### config.mk
export PLATFORM = sky130hd
export DESIGN_NAME = encoder_edge_timer_position_top
export DESIGN_NICKNAME = d
export VERILOG_FILES = /design/src/rtl/eetp_pkg.sv /design/src/rtl/encoder_edge_timer_position_top.sv /design/src/rtl/eetp_div.sv /design/src/rtl/eetp_ctrl.sv /design/src/rtl/eetp_dp.sv
export SDC_FILE = /design/constraint.sdc
export NUM_CORES = 1
export LEC_CHECK = 0
export BUFFER_PORTS_ARGS = -buffer_cell sky130_fd_sc_hd__buf_2
export CAP_MARGIN = 20
export CORE_UTILIZATION = 56
export CTS_CLUSTER_SIZE = 10
export DETAILED_ROUTE_END_ITERATION = 8
export PLACE_DENSITY_LB_ADDON = 0.12
export SYNTH_ARGS = -nofsm -noshare
export SYNTH_HDL_FRONTEND = slang
export SYNTH_SLANG_ARGS = --single-unit
### constraint.sdc
create_clock -name clk -period 5.5 [get_ports clk]
set_input_delay 0.825 -clock clk [delete_from_list [all_inputs] [get_ports clk]]
set_output_delay 0.825 -clock clk [all_outputs]
set_load 0.05 [all_outputs]
### src/rtl/eetp_pkg.sv
package eetp_pkg;

    localparam int TIME_W     = 32;
    localparam int PPR_W      = 14;
    localparam int POS_W      = 16;
    localparam int FREQ_W     = 28;
    localparam int DUTY_W     = 17;
    localparam int DUTY_FRAC  = 16;
    localparam int CFG_DATA_W = 32;

    localparam logic [PPR_W-1:0]  PPR_MAX    = 14'd16383;
    localparam logic [TIME_W-1:0] FREQ_SCALE = 32'd256000000;
    localparam logic [DUTY_W-1:0] DUTY_ONE   = 17'h10000;

    // dividend widths of the two serial dividers
    localparam int FREQ_NUM_W = TIME_W;
    localparam int DUTY_NUM_W = TIME_W + DUTY_FRAC + 1;

    localparam int IN_TDATA_W  = 40;
    localparam int OUT_TDATA_W = 160;

    typedef enum logic [1:0] {
        ST_IDLE,
        ST_PREP,
        ST_DIV,
        ST_FIN
    } state_t;

    typedef enum logic {
        OP_EDGE = 1'b0,
        OP_POLL = 1'b1
    } opcode_t;

    typedef enum logic {
        CFG_PPR     = 1'b0,
        CFG_TIMEOUT = 1'b1
    } cfg_index_t;

    typedef struct packed {
        logic accept;
        logic edge_ld;
        logic div_start;
        logic res_ld;
        logic out_ld;
    } ctrl_cmd_t;

    typedef struct packed {
        logic period_zero;
        logic div_busy;
        logic out_free;
    } ctrl_status_t;

endpackage

### src/rtl/encoder_edge_timer_position_top.sv
// An edge with a nonzero period passes from input transfer to output valid through PREP, DIV and FIN;
// in DIV the two 28-bit and 17-bit serial dividers run side by side, one bit per cycle.
// A zero-period edge skips DIV and a poll goes straight to FIN; the next item is taken in the
// cycle after the result is loaded, so no new item is taken while one is still in progress.
// The output register lets the next item enter while a result waits for m_tready.
// Reset (rst_n low, asynchronous) clears all measurement state and loads 100 and 500000.
module encoder_edge_timer_position_top
    import eetp_pkg::*;
(
    input  logic                   clk,
    input  logic                   rst_n,
    input  logic                   s_tvalid,
    output logic                   s_tready,
    input  logic [IN_TDATA_W-1:0]  s_tdata,   // [0] level_a, [1] level_b, [33:2] time_us
    input  logic                   s_tuser,   // [0] opcode
    output logic                   m_tvalid,
    input  logic                   m_tready,
    // [15:0] position, [47:16] high_time_us, [79:48] low_time_us, [111:80] period_us,
    // [139:112] freq_q8, [156:140] duty_q16, [157] stopped
    output logic [OUT_TDATA_W-1:0] m_tdata,
    input  logic                   cfg_valid,
    output logic                   cfg_ready,
    input  logic                   cfg_index,
    input  logic [CFG_DATA_W-1:0]  cfg_data
);

    ctrl_cmd_t    cmd;
    ctrl_status_t status;

    assign cfg_ready = 1'b1;

    eetp_ctrl u_ctrl (
        .clk      (clk),
        .rst_n    (rst_n),
        .s_tvalid (s_tvalid),
        .s_tuser  (s_tuser),
        .s_tready (s_tready),
        .status   (status),
        .cmd      (cmd)
    );

    eetp_dp u_dp (
        .clk       (clk),
        .rst_n     (rst_n),
        .s_tdata   (s_tdata),
        .cfg_valid (cfg_valid),
        .cfg_index (cfg_index),
        .cfg_data  (cfg_data),
        .cmd       (cmd),
        .status    (status),
        .m_tvalid  (m_tvalid),
        .m_tready  (m_tready),
        .m_tdata   (m_tdata)
    );

endmodule

### src/rtl/eetp_div.sv
module eetp_div
    import eetp_pkg::*;
#(
    parameter int NUM_W = 32,
    parameter int QUO_W = 28,
    parameter int DEN_W = 32
)
(
    input  logic             clk,
    input  logic             rst_n,
    input  logic             start,
    input  logic [NUM_W-1:0] num,
    input  logic [DEN_W-1:0] den,
    output logic             busy,
    output logic [QUO_W-1:0] quo
);

    localparam int CNT_W = $clog2(QUO_W + 1);

    logic [DEN_W-1:0] rem_reg, rem_next;
    logic [DEN_W-1:0] den_reg;
    logic [QUO_W-1:0] shq_reg, shq_next;
    logic [CNT_W-1:0] cnt_reg, cnt_next;
    logic [DEN_W:0]   trial;
    logic [DEN_W:0]   diff;
    logic             ge;

    // restoring division, one quotient bit per cycle; the upper dividend bits
    // are already below the divisor because the quotient fits in QUO_W bits
    assign trial = {rem_reg, shq_reg[QUO_W-1]};
    assign diff  = trial - {1'b0, den_reg};
    assign ge    = (trial >= {1'b0, den_reg});

    always_comb
    begin
        rem_next = rem_reg;
        shq_next = shq_reg;
        cnt_next = cnt_reg;
        if (start)
        begin
            rem_next = DEN_W'(num[NUM_W-1:QUO_W]);
            shq_next = num[QUO_W-1:0];
            cnt_next = CNT_W'(QUO_W);
        end
        else if (cnt_reg != '0)
        begin
            rem_next = ge ? diff[DEN_W-1:0] : trial[DEN_W-1:0];
            shq_next = {shq_reg[QUO_W-2:0], ge};
            cnt_next = cnt_reg - CNT_W'(1);
        end
    end

    always_ff @(posedge clk or negedge rst_n)
    begin
        if (!rst_n)
        begin
            cnt_reg <= '0;
        end
        else
        begin
            cnt_reg <= cnt_next;
        end
    end

    always_ff @(posedge clk)
    begin
        rem_reg <= rem_next;
        shq_reg <= shq_next;
        if (start)
        begin
            den_reg <= den;
        end
    end

    assign busy = (cnt_reg != '0);
    assign quo  = shq_reg;

endmodule

### src/rtl/eetp_ctrl.sv
module eetp_ctrl
    import eetp_pkg::*;
(
    input  logic         clk,
    input  logic         rst_n,
    input  logic         s_tvalid,
    input  logic         s_tuser,   // [0] opcode
    output logic         s_tready,
    input  ctrl_status_t status,
    output ctrl_cmd_t    cmd
);

    state_t state_reg, state_next;

    always_comb
    begin
        state_next = state_reg;
        case (state_reg)
            ST_IDLE:
            begin
                if (s_tvalid)
                begin
                    state_next = (opcode_t'(s_tuser) == OP_EDGE) ? ST_PREP : ST_FIN;
                end
            end
            ST_PREP:
            begin
                state_next = status.period_zero ? ST_FIN : ST_DIV;
            end
            ST_DIV:
            begin
                if (!status.div_busy)
                begin
                    state_next = ST_FIN;
                end
            end
            ST_FIN:
            begin
                if (status.out_free)
                begin
                    state_next = ST_IDLE;
                end
            end
            default:
            begin
                state_next = ST_IDLE;
            end
        endcase
    end

    always_comb
    begin
        cmd      = '0;
        s_tready = 1'b0;
        case (state_reg)
            ST_IDLE:
            begin
                s_tready    = 1'b1;
                cmd.accept  = s_tvalid;
                cmd.edge_ld = s_tvalid && (opcode_t'(s_tuser) == OP_EDGE);
            end
            ST_PREP:
            begin
                cmd.div_start = !status.period_zero;
            end
            ST_DIV:
            begin
                cmd.res_ld = !status.div_busy;
            end
            ST_FIN:
            begin
                cmd.out_ld = status.out_free;
            end
            default:
            begin
                cmd = '0;
            end
        endcase
    end

    always_ff @(posedge clk or negedge rst_n)
    begin
        if (!rst_n)
        begin
            state_reg <= ST_IDLE;
        end
        else
        begin
            state_reg <= state_next;
        end
    end

endmodule

### src/rtl/eetp_dp.sv
module eetp_dp
    import eetp_pkg::*;
(
    input  logic                   clk,
    input  logic                   rst_n,
    input  logic [IN_TDATA_W-1:0]  s_tdata,   // level_a, level_b, time_us[31:0], zero pad
    input  logic                   cfg_valid,
    input  logic                   cfg_index,
    input  logic [CFG_DATA_W-1:0]  cfg_data,
    input  ctrl_cmd_t              cmd,
    output ctrl_status_t           status,
    output logic                   m_tvalid,
    input  logic                   m_tready,
    output logic [OUT_TDATA_W-1:0] m_tdata
);

    localparam int C_W = POS_W + 3;

    logic [TIME_W-1:0]      time_reg;
    logic                   a_level_reg;
    logic [TIME_W-1:0]      last_edge_reg;
    logic [TIME_W-1:0]      high_reg;
    logic [TIME_W-1:0]      low_reg;
    logic [FREQ_W-1:0]      freq_reg;
    logic [DUTY_W-1:0]      duty_reg;
    logic [POS_W-1:0]       count_reg, count_next;
    logic [PPR_W-1:0]       ppr_reg;
    logic [TIME_W-1:0]      timeout_reg;
    logic [OUT_TDATA_W-1:0] out_data_reg;
    logic                   out_valid_reg;

    logic                   in_a;
    logic                   in_b;
    logic [TIME_W-1:0]      in_time;
    logic [TIME_W-1:0]      dt;
    logic [PPR_W-1:0]       ppr_sat;
    logic signed [C_W-1:0]  c_step;
    logic signed [C_W-1:0]  ppr_s;
    logic signed [C_W-1:0]  c_wrap;

    logic [TIME_W:0]        sum;
    logic [TIME_W-1:0]      period;
    logic                   high_ge;
    logic [FREQ_NUM_W-1:0]  freq_num;
    logic [DUTY_NUM_W-1:0]  duty_num;
    logic [FREQ_W-1:0]      freq_quo;
    logic [DUTY_W-1:0]      duty_quo;
    logic                   busy_f;
    logic                   busy_d;

    logic [TIME_W-1:0]      elapsed;
    logic                   stopped;
    logic [FREQ_W-1:0]      freq_o;
    logic [DUTY_W-1:0]      duty_o;
    logic [DUTY_W-1:0]      duty_stop;

    assign in_a    = s_tdata[0];
    assign in_b    = s_tdata[1];
    assign in_time = s_tdata[TIME_W+1:2];
    assign dt      = in_time - last_edge_reg;

    // position step with a single wrap correction
    assign ppr_sat = (ppr_reg > PPR_MAX) ? PPR_MAX : ppr_reg;
    assign ppr_s   = signed'(C_W'(ppr_sat));
    assign c_step  = signed'(C_W'(signed'(count_reg)))
                     + ((in_a == in_b) ? C_W'(1) : -C_W'(1));

    always_comb
    begin
        c_wrap = c_step;
        if (c_step > ppr_s)
        begin
            c_wrap = c_step - (ppr_s <<< 1);
        end
        else if (c_step < -ppr_s)
        begin
            c_wrap = c_step + (ppr_s <<< 1);
        end
        count_next = (ppr_sat == '0) ? '0 : c_wrap[POS_W-1:0];
    end

    assign sum      = {1'b0, high_reg} + {1'b0, low_reg};
    assign period   = sum[TIME_W] ? '1 : sum[TIME_W-1:0];
    assign high_ge  = (high_reg >= period);
    assign freq_num = FREQ_SCALE + {1'b0, period[TIME_W-1:1]};
    assign duty_num = {1'b0, high_reg, {DUTY_FRAC{1'b0}}}
                      + DUTY_NUM_W'(period[TIME_W-1:1]);

    eetp_div #(
        .NUM_W (FREQ_NUM_W),
        .QUO_W (FREQ_W),
        .DEN_W (TIME_W)
    ) u_div_freq (
        .clk   (clk),
        .rst_n (rst_n),
        .start (cmd.div_start),
        .num   (freq_num),
        .den   (period),
        .busy  (busy_f),
        .quo   (freq_quo)
    );

    eetp_div #(
        .NUM_W (DUTY_NUM_W),
        .QUO_W (DUTY_W),
        .DEN_W (TIME_W)
    ) u_div_duty (
        .clk   (clk),
        .rst_n (rst_n),
        .start (cmd.div_start),
        .num   (duty_num),
        .den   (period),
        .busy  (busy_d),
        .quo   (duty_quo)
    );

    assign elapsed   = time_reg - last_edge_reg;
    assign stopped   = (elapsed >= timeout_reg);
    assign duty_stop = a_level_reg ? DUTY_ONE : '0;
    assign freq_o    = stopped ? '0 : freq_reg;
    assign duty_o    = stopped ? duty_stop : duty_reg;

    assign status.period_zero = (period == '0);
    assign status.div_busy    = busy_f | busy_d;
    assign status.out_free    = !out_valid_reg || m_tready;

    always_ff @(posedge clk or negedge rst_n)
    begin
        if (!rst_n)
        begin
            a_level_reg   <= 1'b0;
            last_edge_reg <= '0;
            high_reg      <= '0;
            low_reg       <= '0;
            freq_reg      <= '0;
            duty_reg      <= '0;
            count_reg     <= '0;
            ppr_reg       <= PPR_W'(100);
            timeout_reg   <= TIME_W'(500000);
            out_valid_reg <= 1'b0;
        end
        else
        begin
            if (cfg_valid)
            begin
                if (cfg_index_t'(cfg_index) == CFG_PPR)
                begin
                    ppr_reg <= cfg_data[PPR_W-1:0];
                end
                else
                begin
                    timeout_reg <= cfg_data[TIME_W-1:0];
                end
            end
            if (cmd.edge_ld)
            begin
                a_level_reg   <= in_a;
                last_edge_reg <= in_time;
                count_reg     <= count_next;
                if (in_a)
                begin
                    low_reg <= dt;
                end
                else
                begin
                    high_reg <= dt;
                end
            end
            if (cmd.res_ld)
            begin
                freq_reg <= freq_quo;
                duty_reg <= high_ge ? DUTY_ONE : duty_quo;
            end
            if (cmd.out_ld)
            begin
                freq_reg      <= freq_o;
                duty_reg      <= duty_o;
                out_valid_reg <= 1'b1;
            end
            else if (m_tready)
            begin
                out_valid_reg <= 1'b0;
            end
        end
    end

    always_ff @(posedge clk)
    begin
        if (cmd.accept)
        begin
            time_reg <= in_time;
        end
        if (cmd.out_ld)
        begin
            out_data_reg <= OUT_TDATA_W'({stopped, duty_o, freq_o, period,
                                          low_reg, high_reg, count_reg});
        end
    end

    assign m_tvalid = out_valid_reg;
    assign m_tdata  = out_data_reg;

endmodule

* Yosys cells after proc, flatten, opt, wreduce, memory -nomap -nowiden *
Index checks and enable logic that the tools add are counted.

storage, ports and cells
  flip-flop bits (word level) = 548
  logic and storage cells = 112

cells by class
  add/subtract/negate cells = 13
  order comparisons = 7
  eq/ne operators = 7
  multiplexer cells = 41
  bitwise operators = 4
  reduce and logical (&&, ||, !) cells = 19

operators with widths
  operator                  count
  $mux W32                  5
  $mux W28                  5
  $sub A32 B32 Y32          4
  $mux W17                  7
  $ge A33 B32 Y1            2
  $ge A32 B32 Y1            2
  $add A48 B31 Y49          1
  $mux W16                  3
  $add A32 B32 Y33          1
  $add A28 B31 Y32 const A  1
  $logic_not A32 Y1         1
  $mux W5                   4
  $add A16 B19 Y19          1
  $gt A19 B15 Y1            1
  $lt A19 B19 Y1            1
  $mux W19                  1
  $neg A14 Y19              1
  $add A16 B16 Y16          1
  $sub A16 B16 Y16          1
  $gt A14 B14 Y1 const B    1
  $logic_not A14 Y1         1
  $mux W14                  1
  $mux W2                   5
  $reduce_bool A5 Y1        2
  other kinds (18)          38

* Depth between registers and ports, before layout *
  depth after elaboration = 7
  gate-level depth with buffers = 26

* Cells and area by module *
Synthesis repeated with hierarchy kept, for this count alone.

unflattened totals
  cells, all modules = 3,649
  area total of the unflattened synthesis = 36,779.0 um^2

modules (own cells, without submodules)
  module                           instances  cells each  area each (um^2)  sequential area each (um^2)
  eetp_dp                          1          2,519       25,115.3          10,847.9
  eetp_div (u_dp.u_div_freq)       1          590         5,830.6           2,607.5
  eetp_div (u_dp.u_div_duty)       1          513         5,604.1           2,557.5
  eetp_ctrl                        1          25          217.7             50.0
  encoder_edge_timer_position_top  1          2           11.3              0.0

* Worst setup path after synthesis *
Ideal clock, no wire load.

  kind = input -> register
  start point = input m_tready
  end point = register u_dp.duty_reg[10]
  arrival time = 5.446 ns
  required time = 5.379 ns
  setup slack = -0.067 ns
  cell stages on the path = 11
  path buffers = 2
  path through = nand2b_1 > nand2_1 > inv_1 > or3b_2 > nor3_1 > nand2_1 > nor4_1 > and2_1 > clkbuf_1 > buf_2 > a22o_1

RTL lines
  item                    line                                   source
  start: declaration      encoder_edge_timer_position_top.sv:17  input logic m_tready,
  end signal: assignment  eetp_dp.sv:172                         duty_reg <= high_ge ? DUTY_ONE : duty_quo;
  end signal: assignment  eetp_dp.sv:177                         duty_reg <= duty_o;
  end: declaration        eetp_dp.sv:25                          logic [DUTY_W-1:0] duty_reg;

* Final worst setup path *
  start point = register u_dp.low_reg[3]
  end point = register u_dp.duty_reg[1]

between the ends
  longest elaborated chain between the ends = 6

RTL lines
  item                      line            source
  start: declaration        eetp_dp.sv:23   logic [TIME_W-1:0] low_reg;
  start signal: assignment  eetp_dp.sv:162  low_reg <= dt;
  $add A32 B32 Y33          eetp_dp.sv:82   assign sum = {1'b0, high_reg} + {1'b0, low_reg};
  $mux W32                  eetp_dp.sv:83   assign period = sum[TIME_W] ? '1 : sum[TIME_W-1:0];
  net u_dp.period[30]       eetp_dp.sv:42   logic [TIME_W-1:0] period;
  $ge A32 B32 Y1            eetp_dp.sv:84   assign high_ge = (high_reg >= period);
  $mux W17                  eetp_dp.sv:172
  $mux W17                  eetp_dp.sv:169  if (cmd.res_ld)
  $mux W17                  eetp_dp.sv:174  if (cmd.out_ld)

The timed path passes the listed nets, and every way through them passes these cells. The select of a mux whose other input is x is not followed.
A chain may end at the register's enable or synchronous reset.

==> flow_metrics.py <==
metrics = {
    "routing": {
        "wl_per_cell_um": 20.3,
        "vias_per_cell": 5.83,
        "routed_wl_um": 97100,
        "ant_nets": 0,
        "drtPass1Iterations": 6,
        "post-route-drc-count": 0,
        "drt_iter0_drc": 2109,
        "route.vias.total": 27900,
    },
    "timing": {
        "clock_skew_ns": 0.0211,
        "setup_viol": 0,
        "slew-limit-headroom": 0.291,
        "finalCritPeriodShare": 0.967,
        "worst_pin_slew_ns": 1.06,
        "rsz0062_at_grt": "true",
        "max_freq_ghz": 0.188,
        "slew_violations": 0,
        "min_period_ns": 5.32,
        "hold_viol": 0,
    },
    "logic_synthesis": {
        "ys_seq_area_frac": 0.432,
        "synth_area_leaders": "edfxtp_1 26%, dfrtp_1 15%, ha_1 12%",
        "ys.warnings.count": 0,
        "syn_inst": 3536,
        "synth_edf_count": 303,
        "synth_top_area_cell": "edfxtp_1",
        "synth_top_area_frac": 0.261,
        "yosysUniqueCellTypes": 108,
        "netlist_area_um2": 34900,
        "synth-seq-cells": 548,
        "avgSynthCellArea_um2": 9.88,
        "async_reset_ff_frac": 0.396,
        "synth-main-ff-cell": "edfxtp_1",
    },
    "setup_path": {
        "crit_end": "u_dp.duty_reg[1]",
        "crit_type": "reg2reg",
        "r2r-start": "u_dp.low_reg[3]",
        "crit_start": "u_dp.low_reg[3]",
        "reg2regPathDepth": 25,
        "path_delay_family": "simple AND/OR/NAND/NOR gates",
        "crit_slowest_cell": "dfrtp_1",
        "crit_buf_inv": 6,
        "crit_path_frequent_cell": "buf_4",
        "r2r_setup_slack_ns": 0.18,
        "worstPathMaxFanout": 16,
        "slowest_delay_ns": 0.45,
        "critPathArrivalTime_ns": 5.82,
        "path_depth": 25,
        "start_kind": "flop",
        "end_kind": "flop",
        "cp.required_ns": 6.00,
        "reg2reg_to": "u_dp.duty_reg[1]",
    },
    "floorplanning": {
        "start_util": 0.566,
        "die_h_um": 252,
        "io-pin-count": 242,
        "core-area_um2": 61700,
        "dieArea_um2": 63400,
        "dieWidth_um": 252,
        "row_count": 91,
    },
    "layout": {
        "fin_util": 0.655,
        "antenna-diode-count": 0,
        "fillers": 4989,
        "fin_cells": 4792,
        "regArea_um2": 15100,
        "drive_gt1_frac": 0.168,
        "multi_input_area_um2": 18600,
        "final_nets": 4309,
        "area_growth_pct": 15.7,
        "largest_reg_flops": 158,
    },
    "placed_design": {
        "numPortBuffers": 232,
        "gp_congestion": 0.977,
        "dp_hpwl_um": 75100,
        "place_inst": 4658,
    },
    "run": {
        "cap_violations": 0,
    },
    "hold_path": {
        "hold_class": "in2async",
    },
    "global_route": {
        "grt_pass1_wl_um": 152000,
        "grt_max_degree": 160,
        "antenna_found_initial": 0,
        "gr-total-overflow": 0,
        "grt_pass1_vias": 27700,
        "grt.total_usage": 0.306,
    },
    "clock_network": {
        "cts_tree": "yes",
        "cts_buffers": 67,
        "clockRootBuffer": "clkbuf_16",
        "clockBufferDepth": 3,
        "clkTransAtPathRegs_ns": 0.05,
        "clock_latency_ns": 0.63,
        "cts.sinks": 548,
        "cts_hold_buf": 0,
        "htree_levels": 3,
    },
    "status": {
        "status": "complete, no violations",
    },
}
[synth_stat cells (14+ instances only)]
master / number
edfxtp_1: 303
clkbuf_1: 91
nor2b_1: 43
nand2_1: 342
nand4_1: 32
a21o_1: 100
xor2_1: 75
a22o_1: 24
nor4_1: 21
o21bai_1: 24
a21oi_1: 229
mux2_2: 40
o211ai_1: 24
or3_1: 19
ha_1: 321
o21a_1: 36
a211oi_1: 49
and3_1: 24
xnor2_1: 129
nand3_1: 57
buf_2: 14
nand2b_1: 53
dfxtp_1: 28
mux2i_1: 63
and2_1: 67
inv_1: 238
o21ai_0: 253
dfrtp_1: 207
nor3_1: 79
a31oi_1: 16
nor2_1: 243
[timing repair]
item,CTS,global route
resized for setup,5,36
setup buffers,0,8
pin swaps,1,8
setup endpoints to repair,24,109
[layout make-up]
cell class	count	share of cell area
Clock buffer	112	0.0469
Tap cell	837	0.0259
Inverter	240	0.0224
Sequential cell	548	0.374
Timing Repair Buffer	419	0.0662
Clock inverter	12	0.00539
Multi-Input combinational cell	2624	0.460
[stage by stage]
stage | instance area (µm²) | setup slack [ns] | hold slack, ns | TNS, ns
after floorplan | 34900 | 0.221 | 0.444 | 0
after global placement | 38100 | -0.0751 | 0.456 | -0.0751
after detailed placement | 38100 | -0.189 | 0.464 | -1.99
after CTS | 40200 | 0.0142 | 0.248 | 0
after global routing | 40400 | -0.0486 | 0.245 | -0.137
final | 40400 | 0.181 | 0.190 | 0
[worst register-to-register path, delay by kind of cell, from the launching register on]
family | cells | cell delay, ns
DFF | 1 | 0.45
adders and majority gates | 2 | 0.56
buffers and inverters | 6 | 0.86
muxes | 1 | 0.32
and+or+nand+nor | 10 | 1.68
AOI/OAI and AO/OA | 6 | 1.33
[how the worst min path moves through the flow]
| stage | from | end |
|---|---|---|
| after floorplan | u_dp.u_div_freq.quo[18] | u_dp.freq_reg[18] |
| after global placement | u_dp.u_div_freq.rem_reg[31] | u_dp.u_div_freq.rem_reg[31] |
| after detailed placement | u_dp.u_div_freq.rem_reg[31] | u_dp.u_div_freq.rem_reg[31] |
| after CTS | rst_n | u_dp.ppr_reg[0] |
| after global routing | rst_n | u_dp.ppr_reg[0] |
| final | rst_n | u_dp.ppr_reg[0] |
[logic make-up after synthesis]
kind of cell | Yosys count | synth area share
simple gates | 1045 | 0.145
compound gates | 924 | 0.173
flops | 548 | 0.432
buf+inv | 365 | 0.0420
fa+ha+maj | 330 | 0.120
xor+xnor | 204 | 0.0512
mux | 118 | 0.0366
other cells | 2 | 0.000215
[layout by cell type (no fill, tap or decap), drive strengths merged, types with 25 or more instances in the layout]
master,synthesis,final
a211oi,56,56
a21o,100,100
a21oi,232,232
a22o,25,25
and2,67,67
buf,34,419
clkbuf,91,112
dfrtp,207,207
dfxtp,28,28
edfxtp,303,303
ha,321,321
inv,240,242
mux2,54,54
mux2i,64,64
nand2,343,343
nand2b,53,53
nand3,57,57
nand4,32,32
nor2,244,244
nor2b,43,43
nor3,88,88
o211ai,25,25
o21a,36,36
o21ai,264,264
xnor2,129,129
xor2,75,75
[metal layers]
layer,up-vias,wire length (µm),track usage,part of all wire
met1,13400,42300,0.410,0.44
met4,0,3750,0.121,0.039
met5,-,0,0,0
li1,13500,-,-,-
met3,196,5160,0.0334,0.053
met2,852,45900,0.510,0.47
Power is not shown: default switching activity piles up to over one toggle a cycle in this logic, so the estimate is an artifact.
